**config.mk**
```make
export PLATFORM = sky130hd
export DESIGN_NAME = sorted_alarm_table_advance
export DESIGN_NICKNAME = d
export VERILOG_FILES = /design/src/rtl/sat_pkg.sv /design/src/rtl/sorted_alarm_table_advance.sv /design/src/rtl/sat_ctrl.sv /design/src/rtl/sat_dp.sv
export VERILOG_INCLUDE_DIRS = /design/src /design/src/rtl
export SDC_FILE = /design/constraint.sdc
export NUM_CORES = 2
export LEC_CHECK = 0
export BUFFER_PORTS_ARGS = -buffer_cell sky130_fd_sc_hd__buf_2
export CORE_MARGIN = 4
export CORE_UTILIZATION = 55
export DETAILED_ROUTE_END_ITERATION = 10
export GPL_TIMING_DRIVEN = 1
export HOLD_SLACK_MARGIN = 0.02
export PLACE_DENSITY = 0.71
export SLEW_MARGIN = 10
export SYNTH_ARGS = -nofsm -noshare
export SYNTH_HDL_FRONTEND = slang
export SYNTH_SLANG_ARGS = --single-unit
```
**constraint.sdc**
```tcl
create_clock -name clk_i -period 22 [get_ports clk_i]
set_input_delay 4.4 -clock clk_i [delete_from_list [all_inputs] [get_ports clk_i]]
set_output_delay 4.4 -clock clk_i [all_outputs]
set_load 0.1 [all_outputs]
```
**src/rtl/sorted_alarm_table_advance_defines.svh**
```systemverilog
// Assertion macros shared by the alarm table RTL.
// Expects clk_i and rst_ni in the scope where a macro is used.
`ifndef SORTED_ALARM_TABLE_ADVANCE_DEFINES_SVH
`define SORTED_ALARM_TABLE_ADVANCE_DEFINES_SVH

// Check on every rising edge outside reset.
`define SAT_ASSERT(lbl, prop, msg) \
  lbl: assert property (@(posedge clk_i) disable iff (!rst_ni) prop) \
    else $error(msg);

// Check on every rising edge, reset included.
`define SAT_ASSERT_ALWAYS(lbl, prop, msg) \
  lbl: assert property (@(posedge clk_i) prop) \
    else $error(msg);

`endif

```
**src/rtl/sat_pkg.sv**
```systemverilog
// Types and constants of the sorted alarm table.
// Used by sat_ctrl, sat_dp and the top level; depends on nothing.
package sat_pkg;

  localparam int unsigned TimeW = 64;
  localparam int unsigned IdInW = 8;

  typedef enum logic [1:0] {
    FUNC_ADD = 2'd0,
    FUNC_SET = 2'd1,
    FUNC_ADV = 2'd2
  } func_e;

  localparam logic STATUS_FIRED  = 1'b0;
  localparam logic STATUS_REJECT = 1'b1;

  typedef enum logic [2:0] {
    ST_IDLE,
    ST_DECODE,
    ST_ADD_SCAN,
    ST_ADD_PLACE,
    ST_ADV_SCAN,
    ST_ADV_FLUSH,
    ST_REJECT
  } state_e;

  typedef struct packed {
    logic accept;
    logic set_now;
    logic add_start;
    logic add_shift;
    logic add_place;
    logic adv_start;
    logic adv_step;
    logic out_flush;
    logic out_reject;
  } cmd_t;

  typedef struct packed {
    func_e func;
    logic  full;
    logic  empty;
    logic  target_ahead;
    logic  rd_later;
    logic  shift_last;
    logic  scan_hit;
    logic  scan_end;
    logic  pend_valid;
    logic  out_free;
  } status_t;

endpackage

```
**src/rtl/sorted_alarm_table_advance.sv**
```systemverilog
// Sorted alarm table: keeps a current time and up to TABLE_DEPTH alarms ordered by
// trigger time (equal times in insertion order). An add item (tuser 0) inserts an
// alarm, or returns one reject result (tuser 1, tlast 1) when the table is full; a
// set item (tuser 1) loads the current time; an advance item (tuser 2) to a target
// later than the current time streams out, in time order, every alarm in
// (current, target], tlast on the final one, and moves the current time to the
// target when the update flag is set. Alarms are never removed. One item at a time
// is handled. The table sits in a memory with one read and one write port and is
// walked one entry per cycle, except while an advance waits on the output side.
// Results leave through an output register, so the last result of an item may
// still wait while the next item is taken. No clearing pass follows reset.
// Depends on sat_pkg, sat_ctrl and sat_dp.

module sorted_alarm_table_advance
  import sat_pkg::*;
#(
  parameter int unsigned TABLE_DEPTH = 16,
  parameter int unsigned ID_BITS     = 8
) (
  input  logic        clk_i,
  input  logic        rst_ni,
  // Input stream.
  input  logic        s_axis_tvalid_i,
  output logic        s_axis_tready_o,
  input  logic [79:0] s_axis_tdata_i,  // [7:0] alarm_id, [71:8] time_value,
                                       // [72] update_time, [79:73] zero
  input  logic [1:0]  s_axis_tuser_i,  // [1:0] func
  // Result stream.
  output logic        m_axis_tvalid_o,
  input  logic        m_axis_tready_i,
  output logic [71:0] m_axis_tdata_o,  // [7:0] fired_id, [71:8] fired_time
  output logic [0:0]  m_axis_tuser_o,  // [0] status
  output logic        m_axis_tlast_o
);

  cmd_t    cmd;
  status_t st;

  logic [IdInW-1:0] out_id;
  logic [TimeW-1:0] out_time;
  logic             out_status;

  // Sequence the item: decode, table walk, result hand-off.
  sat_ctrl u_ctrl (
    .clk_i      (clk_i),
    .rst_ni     (rst_ni),
    .in_valid_i (s_axis_tvalid_i),
    .in_ready_o (s_axis_tready_o),
    .st_i       (st),
    .cmd_o      (cmd)
  );

  // Table memory, current time and output register.
  sat_dp #(
    .TABLE_DEPTH (TABLE_DEPTH),
    .ID_BITS     (ID_BITS)
  ) u_dp (
    .clk_i        (clk_i),
    .rst_ni       (rst_ni),
    .cmd_i        (cmd),
    .st_o         (st),
    .in_func_i    (s_axis_tuser_i),
    .in_id_i      (s_axis_tdata_i[7:0]),
    .in_time_i    (s_axis_tdata_i[71:8]),
    .in_update_i  (s_axis_tdata_i[72]),
    .out_ready_i  (m_axis_tready_i),
    .out_valid_o  (m_axis_tvalid_o),
    .out_status_o (out_status),
    .out_id_o     (out_id),
    .out_time_o   (out_time),
    .out_last_o   (m_axis_tlast_o)
  );

  // Pack the result transfer.
  assign m_axis_tdata_o = {out_time, out_id};
  assign m_axis_tuser_o = out_status;

endmodule

```
**src/rtl/sat_ctrl.sv**
```systemverilog
// Sequencer of the sorted alarm table: decodes an item and steps the table walk.
// Depends on sat_pkg and the assertion macros header.
`include "sorted_alarm_table_advance_defines.svh"

module sat_ctrl
  import sat_pkg::*;
(
  input  logic    clk_i,
  input  logic    rst_ni,
  input  logic    in_valid_i,
  output logic    in_ready_o,
  input  status_t st_i,
  output cmd_t    cmd_o
);

  state_e state_q, state_d;

  always_ff @(posedge clk_i or negedge rst_ni) begin
    if (!rst_ni) begin
      state_q <= ST_IDLE;
    end else begin
      state_q <= state_d;
    end
  end

  logic scan_stall;
  assign scan_stall = st_i.scan_hit && st_i.pend_valid && !st_i.out_free;

  // Next state.
  always_comb begin
    state_d = state_q;
    unique case (state_q)
      ST_IDLE: begin
        if (in_valid_i) state_d = ST_DECODE;
      end
      ST_DECODE: begin
        unique case (st_i.func)
          FUNC_ADD: begin
            if (st_i.full) state_d = ST_REJECT;
            else if (st_i.empty) state_d = ST_ADD_PLACE;
            else state_d = ST_ADD_SCAN;
          end
          FUNC_ADV: begin
            if (st_i.target_ahead && !st_i.empty) state_d = ST_ADV_SCAN;
            else state_d = ST_IDLE;
          end
          default: state_d = ST_IDLE;
        endcase
      end
      ST_ADD_SCAN: begin
        if (!st_i.rd_later) state_d = ST_IDLE;
        else if (st_i.shift_last) state_d = ST_ADD_PLACE;
      end
      ST_ADD_PLACE: state_d = ST_IDLE;
      ST_ADV_SCAN: begin
        if (!scan_stall && st_i.scan_end) begin
          state_d = (st_i.scan_hit || st_i.pend_valid) ? ST_ADV_FLUSH : ST_IDLE;
        end
      end
      ST_ADV_FLUSH: begin
        if (st_i.out_free) state_d = ST_IDLE;
      end
      ST_REJECT: begin
        if (st_i.out_free) state_d = ST_IDLE;
      end
      default: state_d = ST_IDLE;
    endcase
  end

  // Commands to the datapath.
  always_comb begin
    cmd_o      = '0;
    in_ready_o = 1'b0;
    unique case (state_q)
      ST_IDLE: begin
        in_ready_o   = 1'b1;
        cmd_o.accept = in_valid_i;
      end
      ST_DECODE: begin
        unique case (st_i.func)
          FUNC_ADD: cmd_o.add_start = !st_i.full;
          FUNC_SET: cmd_o.set_now   = 1'b1;
          FUNC_ADV: cmd_o.adv_start = st_i.target_ahead;
          default: ;
        endcase
      end
      ST_ADD_SCAN: begin
        cmd_o.add_shift = st_i.rd_later;
        cmd_o.add_place = !st_i.rd_later;
      end
      ST_ADD_PLACE: cmd_o.add_place = 1'b1;
      ST_ADV_SCAN:  cmd_o.adv_step  = !scan_stall;
      ST_ADV_FLUSH: cmd_o.out_flush = st_i.out_free;
      ST_REJECT:    cmd_o.out_reject = st_i.out_free;
      default: ;
    endcase
  end

  `SAT_ASSERT(a_cmd_exclusive, $onehot0(cmd_o), "datapath commands overlap")
  `SAT_ASSERT(a_decode_follows_transfer,
              (state_q == ST_DECODE) |-> $past(in_valid_i && in_ready_o),
              "decode entered without an input transfer")
  `SAT_ASSERT(a_scan_stall_holds,
              (state_q == ST_ADV_SCAN && scan_stall) |=> (state_q == ST_ADV_SCAN),
              "scan left while a fired alarm was still waiting")

endmodule

```
**src/rtl/sat_dp.sv**
```systemverilog
// Datapath of the sorted alarm table: item registers, current time, table memory,
// pending fired alarm and the output register. Depends on sat_pkg and the macros header.
`include "sorted_alarm_table_advance_defines.svh"

module sat_dp
  import sat_pkg::*;
#(
  parameter int unsigned TABLE_DEPTH = 16,
  parameter int unsigned ID_BITS     = 8
) (
  input  logic             clk_i,
  input  logic             rst_ni,
  input  cmd_t             cmd_i,
  output status_t          st_o,
  input  logic [1:0]       in_func_i,
  input  logic [IdInW-1:0] in_id_i,
  input  logic [TimeW-1:0] in_time_i,
  input  logic             in_update_i,
  input  logic             out_ready_i,
  output logic             out_valid_o,
  output logic             out_status_o,
  output logic [IdInW-1:0] out_id_o,
  output logic [TimeW-1:0] out_time_o,
  output logic             out_last_o
);

  localparam int unsigned IdW   = (ID_BITS < IdInW) ? ID_BITS : IdInW;
  localparam int unsigned CntW  = $clog2(TABLE_DEPTH + 1);
  localparam int unsigned AddrW = $clog2(TABLE_DEPTH);

  // Item registers.
  logic [1:0]       item_func_q;
  logic [IdW-1:0]   item_id_q;
  logic [TimeW-1:0] item_time_q;
  logic             item_update_q;

  always_ff @(posedge clk_i) begin
    if (cmd_i.accept) begin
      item_func_q   <= in_func_i;
      item_id_q     <= in_id_i[IdW-1:0];
      item_time_q   <= in_time_i;
      item_update_q <= in_update_i;
    end
  end

  logic [TimeW-1:0] now_q, cur_q;
  logic [CntW-1:0]  count_q, idx_q;
  logic             pend_valid_q, out_valid_q;
  logic [IdW-1:0]   pend_id_q, rd_id_q;
  logic [TimeW-1:0] pend_time_q, rd_time_q;

  // Table memory, one read and one write port.
  logic [TimeW-1:0] mem_time [TABLE_DEPTH];
  logic [IdW-1:0]   mem_id   [TABLE_DEPTH];

  logic             rd_en;
  logic [CntW-1:0]  rd_addr;
  logic             wr_en;

  // Status toward the controller.
  logic rd_over, scan_hit, scan_end, out_free;
  assign rd_over  = rd_time_q > item_time_q;
  assign scan_hit = !rd_over && (rd_time_q > cur_q);
  assign scan_end = rd_over || (idx_q == count_q - CntW'(1));
  assign out_free = !out_valid_q || out_ready_i;

  always_comb begin
    st_o.func         = func_e'(item_func_q);
    st_o.full         = count_q == CntW'(TABLE_DEPTH);
    st_o.empty        = count_q == '0;
    st_o.target_ahead = item_time_q > now_q;
    st_o.rd_later     = rd_over;
    st_o.shift_last   = idx_q == CntW'(1);
    st_o.scan_hit     = scan_hit;
    st_o.scan_end     = scan_end;
    st_o.pend_valid   = pend_valid_q;
    st_o.out_free     = out_free;
  end

  // Read address: walk down for an insertion, up for an advance.
  always_comb begin
    rd_en   = 1'b0;
    rd_addr = '0;
    if (cmd_i.add_start) begin
      rd_en   = count_q != '0;
      rd_addr = count_q - CntW'(1);
    end else if (cmd_i.add_shift) begin
      rd_en   = idx_q != CntW'(1);
      rd_addr = idx_q - CntW'(2);
    end else if (cmd_i.adv_start) begin
      rd_en   = 1'b1;
      rd_addr = '0;
    end else if (cmd_i.adv_step) begin
      rd_en   = !scan_end;
      rd_addr = idx_q + CntW'(1);
    end
  end

  assign wr_en = cmd_i.add_shift || cmd_i.add_place;

  always_ff @(posedge clk_i) begin
    if (wr_en) begin
      mem_time[idx_q[AddrW-1:0]] <= cmd_i.add_shift ? rd_time_q : item_time_q;
      mem_id[idx_q[AddrW-1:0]]   <= cmd_i.add_shift ? rd_id_q : item_id_q;
    end
    if (rd_en) begin
      rd_time_q <= mem_time[rd_addr[AddrW-1:0]];
      rd_id_q   <= mem_id[rd_addr[AddrW-1:0]];
    end
  end

  always_ff @(posedge clk_i or negedge rst_ni) begin
    if (!rst_ni) begin
      now_q        <= '0;
      count_q      <= '0;
      idx_q        <= '0;
      pend_valid_q <= 1'b0;
    end else begin
      if (cmd_i.set_now || (cmd_i.adv_start && item_update_q)) now_q <= item_time_q;
      if (cmd_i.add_place) count_q <= count_q + CntW'(1);
      if (cmd_i.add_start) idx_q <= count_q;
      else if (cmd_i.add_shift) idx_q <= idx_q - CntW'(1);
      else if (cmd_i.adv_start) idx_q <= '0;
      else if (cmd_i.adv_step && !scan_end) idx_q <= idx_q + CntW'(1);
      if (cmd_i.adv_step && scan_hit) pend_valid_q <= 1'b1;
      else if (cmd_i.out_flush) pend_valid_q <= 1'b0;
    end
  end

  // Hold the time the advance started from, and the newest alarm in range.
  always_ff @(posedge clk_i) begin
    if (cmd_i.adv_start) cur_q <= now_q;
    if (cmd_i.adv_step && scan_hit) begin
      pend_time_q <= rd_time_q;
      pend_id_q   <= rd_id_q;
    end
  end

  // Output register.
  logic out_push_pend, out_load;
  assign out_push_pend = (cmd_i.adv_step && scan_hit && pend_valid_q) || cmd_i.out_flush;
  assign out_load      = out_push_pend || cmd_i.out_reject;

  always_ff @(posedge clk_i or negedge rst_ni) begin
    if (!rst_ni) begin
      out_valid_q <= 1'b0;
    end else if (out_load) begin
      out_valid_q <= 1'b1;
    end else if (out_ready_i) begin
      out_valid_q <= 1'b0;
    end
  end

  always_ff @(posedge clk_i) begin
    if (out_push_pend) begin
      out_status_o <= STATUS_FIRED;
      out_id_o     <= IdInW'(pend_id_q);
      out_time_o   <= pend_time_q;
      out_last_o   <= cmd_i.out_flush;
    end else if (cmd_i.out_reject) begin
      out_status_o <= STATUS_REJECT;
      out_id_o     <= IdInW'(item_id_q);
      out_time_o   <= item_time_q;
      out_last_o   <= 1'b1;
    end
  end

  assign out_valid_o = out_valid_q;

  `SAT_ASSERT(a_count_in_range, count_q <= CntW'(TABLE_DEPTH), "alarm count past table depth")
  `SAT_ASSERT(a_load_needs_slot, out_load |-> out_free,
              "output register loaded while still occupied")
  `SAT_ASSERT(a_count_only_on_place, !cmd_i.add_place |=> $stable(count_q),
              "alarm count moved without an insertion")
  `SAT_ASSERT_ALWAYS(a_no_output_in_reset, !rst_ni |=> !out_valid_q,
                     "output valid during reset")

endmodule

```
==> flow_summary.json <==
{
  "end_kind": "register",
  "ff2ff_path_depth": 16,
  "synth_xor_area_frac": 0.002487,
  "rsz0062_at_grt": "no",
  "reg2reg_from": "u_dp.item_time_q[63]$_DFFE_PP_",
  "ctsHoldBuffers": 0,
  "hold_depth": 0,
  "ys_warn_count": 0,
  "num-fill-cells": 8664,
  "ir_drop_mv": 0.1340,
  "io_buffers": 154,
  "cts_made_buffers": 154,
  "clkTransAtPathRegs_ps": 60,
  "worst_pin_slew_ps": 1183,
  "via_per_inst": 6.337,
  "post_cts_buffers": 0,
  "clockBufferDepth": 3,
  "synth-compound-area-share": 0.1199,
  "hold_start": "u_dp.now_q[47]$_DFFE_PN0P_",
  "synth_top_family_by_area": "compound AO/OA/AOI/OAI gates",
  "num_vias": 41970,
  "cts_sinks": 1588,
  "leakagePower_nw": 28.00,
  "async_reset_ff_frac": 0.04975,
  "grt_max_degree": 183,
  "drv_cap": 0,
  "finalCritPeriodShare": 0.4344,
  "synth-seq-cells": 1588,
  "synth_flop_cell": "edfxtp_1",
  "syn-num-nets": 5051,
  "power_per_cell_area_mw_per_mm2": 138.0,
  "grt_antenna_before_repair": 1,
  "synthCells": 4763,
  "syn_avg_cell_area_um2": 14.05,
  "die_x_um": 356.8,
  "synthAdderAreaFrac": 0.03777,
  "synthMuxAreaShare": 0.02352,
  "die-area_mm2": 0.1273,
  "setup_tns_ps": 0,
  "hold_class": "register to register",
  "drtIter0Drc": 5135,
  "synth-edff-count": 1508,
  "slew_violations": 0,
  "core_area_mm2": 0.1203,
  "hold_ws_ps": 444.3,
  "grt_pass1_vias": 40730,
  "ios": 162,
  "core.rowCount": 127,
  "cp_max_fo": 86,
  "grt_pass1_wl_um": 256000,
  "fmax_ghz": 0.1046,
  "syn_area_mm2": 0.06691,
  "clk_latency_ps": 780,
  "gp_congestion": 0.8218,
  "ant_nets": 0,
  "hpwl_um": 91570,
  "synth_seq_area_share": 0.7066,
  "area_growth_pct": 11.08,
  "grt_util_all_layers": 0.2701,
  "min_period_ps": 9557,
  "synth-simple-area-share": 0.06747,
  "htree_num_levels": 4,
  "drive_gt1_frac": 0.1488,
  "setup_ws_ps": 12440,
  "start_util": 0.5562,
  "root_buffer": "clkbuf_16",
  "synth.distinct_cells": 61,
  "rrSetupSlack_ps": 12780,
  "wl_per_cell_um": 26.16,
  "worst-setup-path-type": "input pin to register",
  "r2r-end": "u_dp.rd_time_q[36]$_DFFE_PP_",
  "whs_endpoint": "u_dp.cur_q[47]$_DFFE_PP_",
  "slew_headroom": 0.2111,
  "nets": 5177,
  "worstPathRequired_ps": 22500,
  "cp.arrival_ps": 10050,
  "die_h_um": 356.8,
  "drc_errors": 0,
  "cts_tree": "built",
  "routed_wl_um": 173300,
  "hold_viol_final": 0,
  "setup_viol": 0,
  "critPathLaunchType": "input pin",
  "finClkSkew_ps": 26.11,
  "outcome": "complete, no violations",
  "cts_resized": 0,
  "grt_overflow": 0,
  "first_pass_iters": 8,
  "dp_slack_ps": 11790
}
[routing by layer]
layer	routed length, µm	up-vias	GRT usage
met1	68230	21020	0.3762
li1	-	18430	-
met2	81910	2197	0.4314
met3	17740	319	0.05153
met5	0	-	0
met4	5378	0	0.09279
[power breakdown]
part           switching [mW]  internal [mW]  total, mW
clock network            1.09           1.39       2.48
logic                    2.25           1.05       3.30
registers               0.296           4.18       4.48
[how the worst max path moves through the flow]
| stage | slack (ps) | from | to |
|---|---|---|---|
| global route | 12150 | m_axis_tready_i | u_dp.rd_time_q[40]$_DFFE_PP_ |
| CTS | 12580 | m_axis_tready_i | u_dp.rd_time_q[36]$_DFFE_PP_ |
| detailed placement | 11790 | m_axis_tready_i | u_dp.rd_time_q[36]$_DFFE_PP_ |
| global placement | 11780 | m_axis_tready_i | u_dp.rd_time_q[36]$_DFFE_PP_ |
| floorplan | 11560 | m_axis_tready_i | u_dp.out_id_o[0]$_DFFE_PP_ |
| finish | 12440 | m_axis_tready_i | u_dp.rd_time_q[36]$_DFFE_PP_ |
[flip-flops by register name (all words and copies together) (netlist names), 8 cells and up]
name              count
u_dp.now_q           64
u_dp.pend_id_q        8
u_dp.rd_id_q          8
u_dp.mem_time      1024
u_dp.cur_q           64
u_dp.out_id_o         8
u_dp.out_time_o      64
u_dp.mem_id         128
u_dp.pend_time_q     64
u_dp.item_time_q     64
u_dp.item_id_q        8
u_dp.rd_time_q       64
[layout by cell type, fill, tap and decap left out, types with 6 or more instances in the layout]
cell / n
a211oi_1: 222
a21o_1: 35
a21oi_1: 357
a221oi_1: 78
a31oi_1: 9
and2_4: 11
buf_2: 153
buf_4: 119
clkbuf_1: 41
clkbuf_16: 157
clkbuf_8: 8
clkinv_1: 33
clkinv_2: 17
dfrtp_1: 79
edfxtp_1: 1508
ha_1: 202
inv_1: 420
inv_6: 8
mux2_2: 74
mux2i_1: 74
nand2_1: 506
nand2b_1: 7
nand3_1: 235
nand4_1: 39
nor2_1: 32
nor2b_1: 9
nor3_1: 10
nor4_1: 6
o211ai_1: 7
o21ai_0: 153
o221a_1: 61
o221a_2: 155
or4_1: 74
xnor2_1: 15
[critical path, stage by stage]
cell and delay [ps]:
buf_2 100, nor2b_1 230, nand2_1 180, a211oi_4 610
o311a_4 880, buf_4 830, buf_4 810, buf_4 890
o221a_2 330, a211oi_1 40, or4_1 560
[area by class of cell]
class,count,area [µm²],share of cell area
diodes,3,7.507,0.0001010
clock inverters,69,486.7,0.006549
inverters,420,1577,0.02121
clock buffers,206,4193,0.05641
flip-flops and latches,1588,47280,0.6362
repair buffers,276,1739,0.02340
well taps,1612,2017,0.02714
multi-input cells,2449,17020,0.2290
[through the flow]
stage	total power, mW	util	cell area [µm²]	cells
6_report	10.26	0.6179	74320	6623
5_1_grt	10.74	0.6178	74310	6620
3_3_place_gp	7.682	0.5789	69630	6345
2_1_floorplan	6.657	-	66910	4763
4_1_cts	10.24	0.6178	74310	6620
3_5_place_dp	7.777	0.5789	69630	6345
[kinds of logic after synthesis]
kind of cell | after synthesis
multiplexers | 148
flip-flops | 1588
adder cells (fa/ha/maj) | 202
buffers and inverters | 726
XOR/XNOR | 19
AO/OA/AOI/OAI | 1114
AND/OR/NAND/NOR | 966
[synth_stat cells (all sizes together), types with 3 or more instances]
| cell type | instances | share of area |
|---|---|---|
| edfxtp | 1508 | 0.68 |
| and4 | 5 | 0.00065 |
| dfrtp | 79 | 0.030 |
| o221a | 217 | 0.037 |
| nand2b | 9 | 0.00084 |
| inv | 420 | 0.024 |
| mux2 | 74 | 0.012 |
| nor4 | 8 | 0.00075 |
| buf | 93 | 0.0067 |
| o311ai | 4 | 0.00064 |
| nand3b | 5 | 0.00056 |
| nor2b | 9 | 0.00084 |
| xor2 | 4 | 0.00052 |
| a21oi | 358 | 0.027 |
| clkbuf | 213 | 0.012 |
| o31ai | 3 | 0.00034 |
| xnor2 | 15 | 0.0020 |
| a221o | 3 | 0.00045 |
| mux2i | 74 | 0.011 |
| o21a | 3 | 0.00034 |
| nand2 | 508 | 0.028 |
| o211ai | 8 | 0.00097 |
| o21ai | 158 | 0.012 |
| nor3 | 14 | 0.0011 |
| and2 | 12 | 0.0011 |
| a31oi | 10 | 0.00093 |
| and3 | 6 | 0.00056 |
| nor3b | 4 | 0.00045 |
| or4 | 74 | 0.0083 |
| ha | 202 | 0.038 |
| nor2 | 32 | 0.0018 |
| a21o | 35 | 0.0039 |
| a221oi | 78 | 0.010 |
| nand4 | 39 | 0.0036 |
| nand3 | 236 | 0.018 |
| a211oi | 223 | 0.025 |
Note: power is estimated with default switching activity, not from simulation.
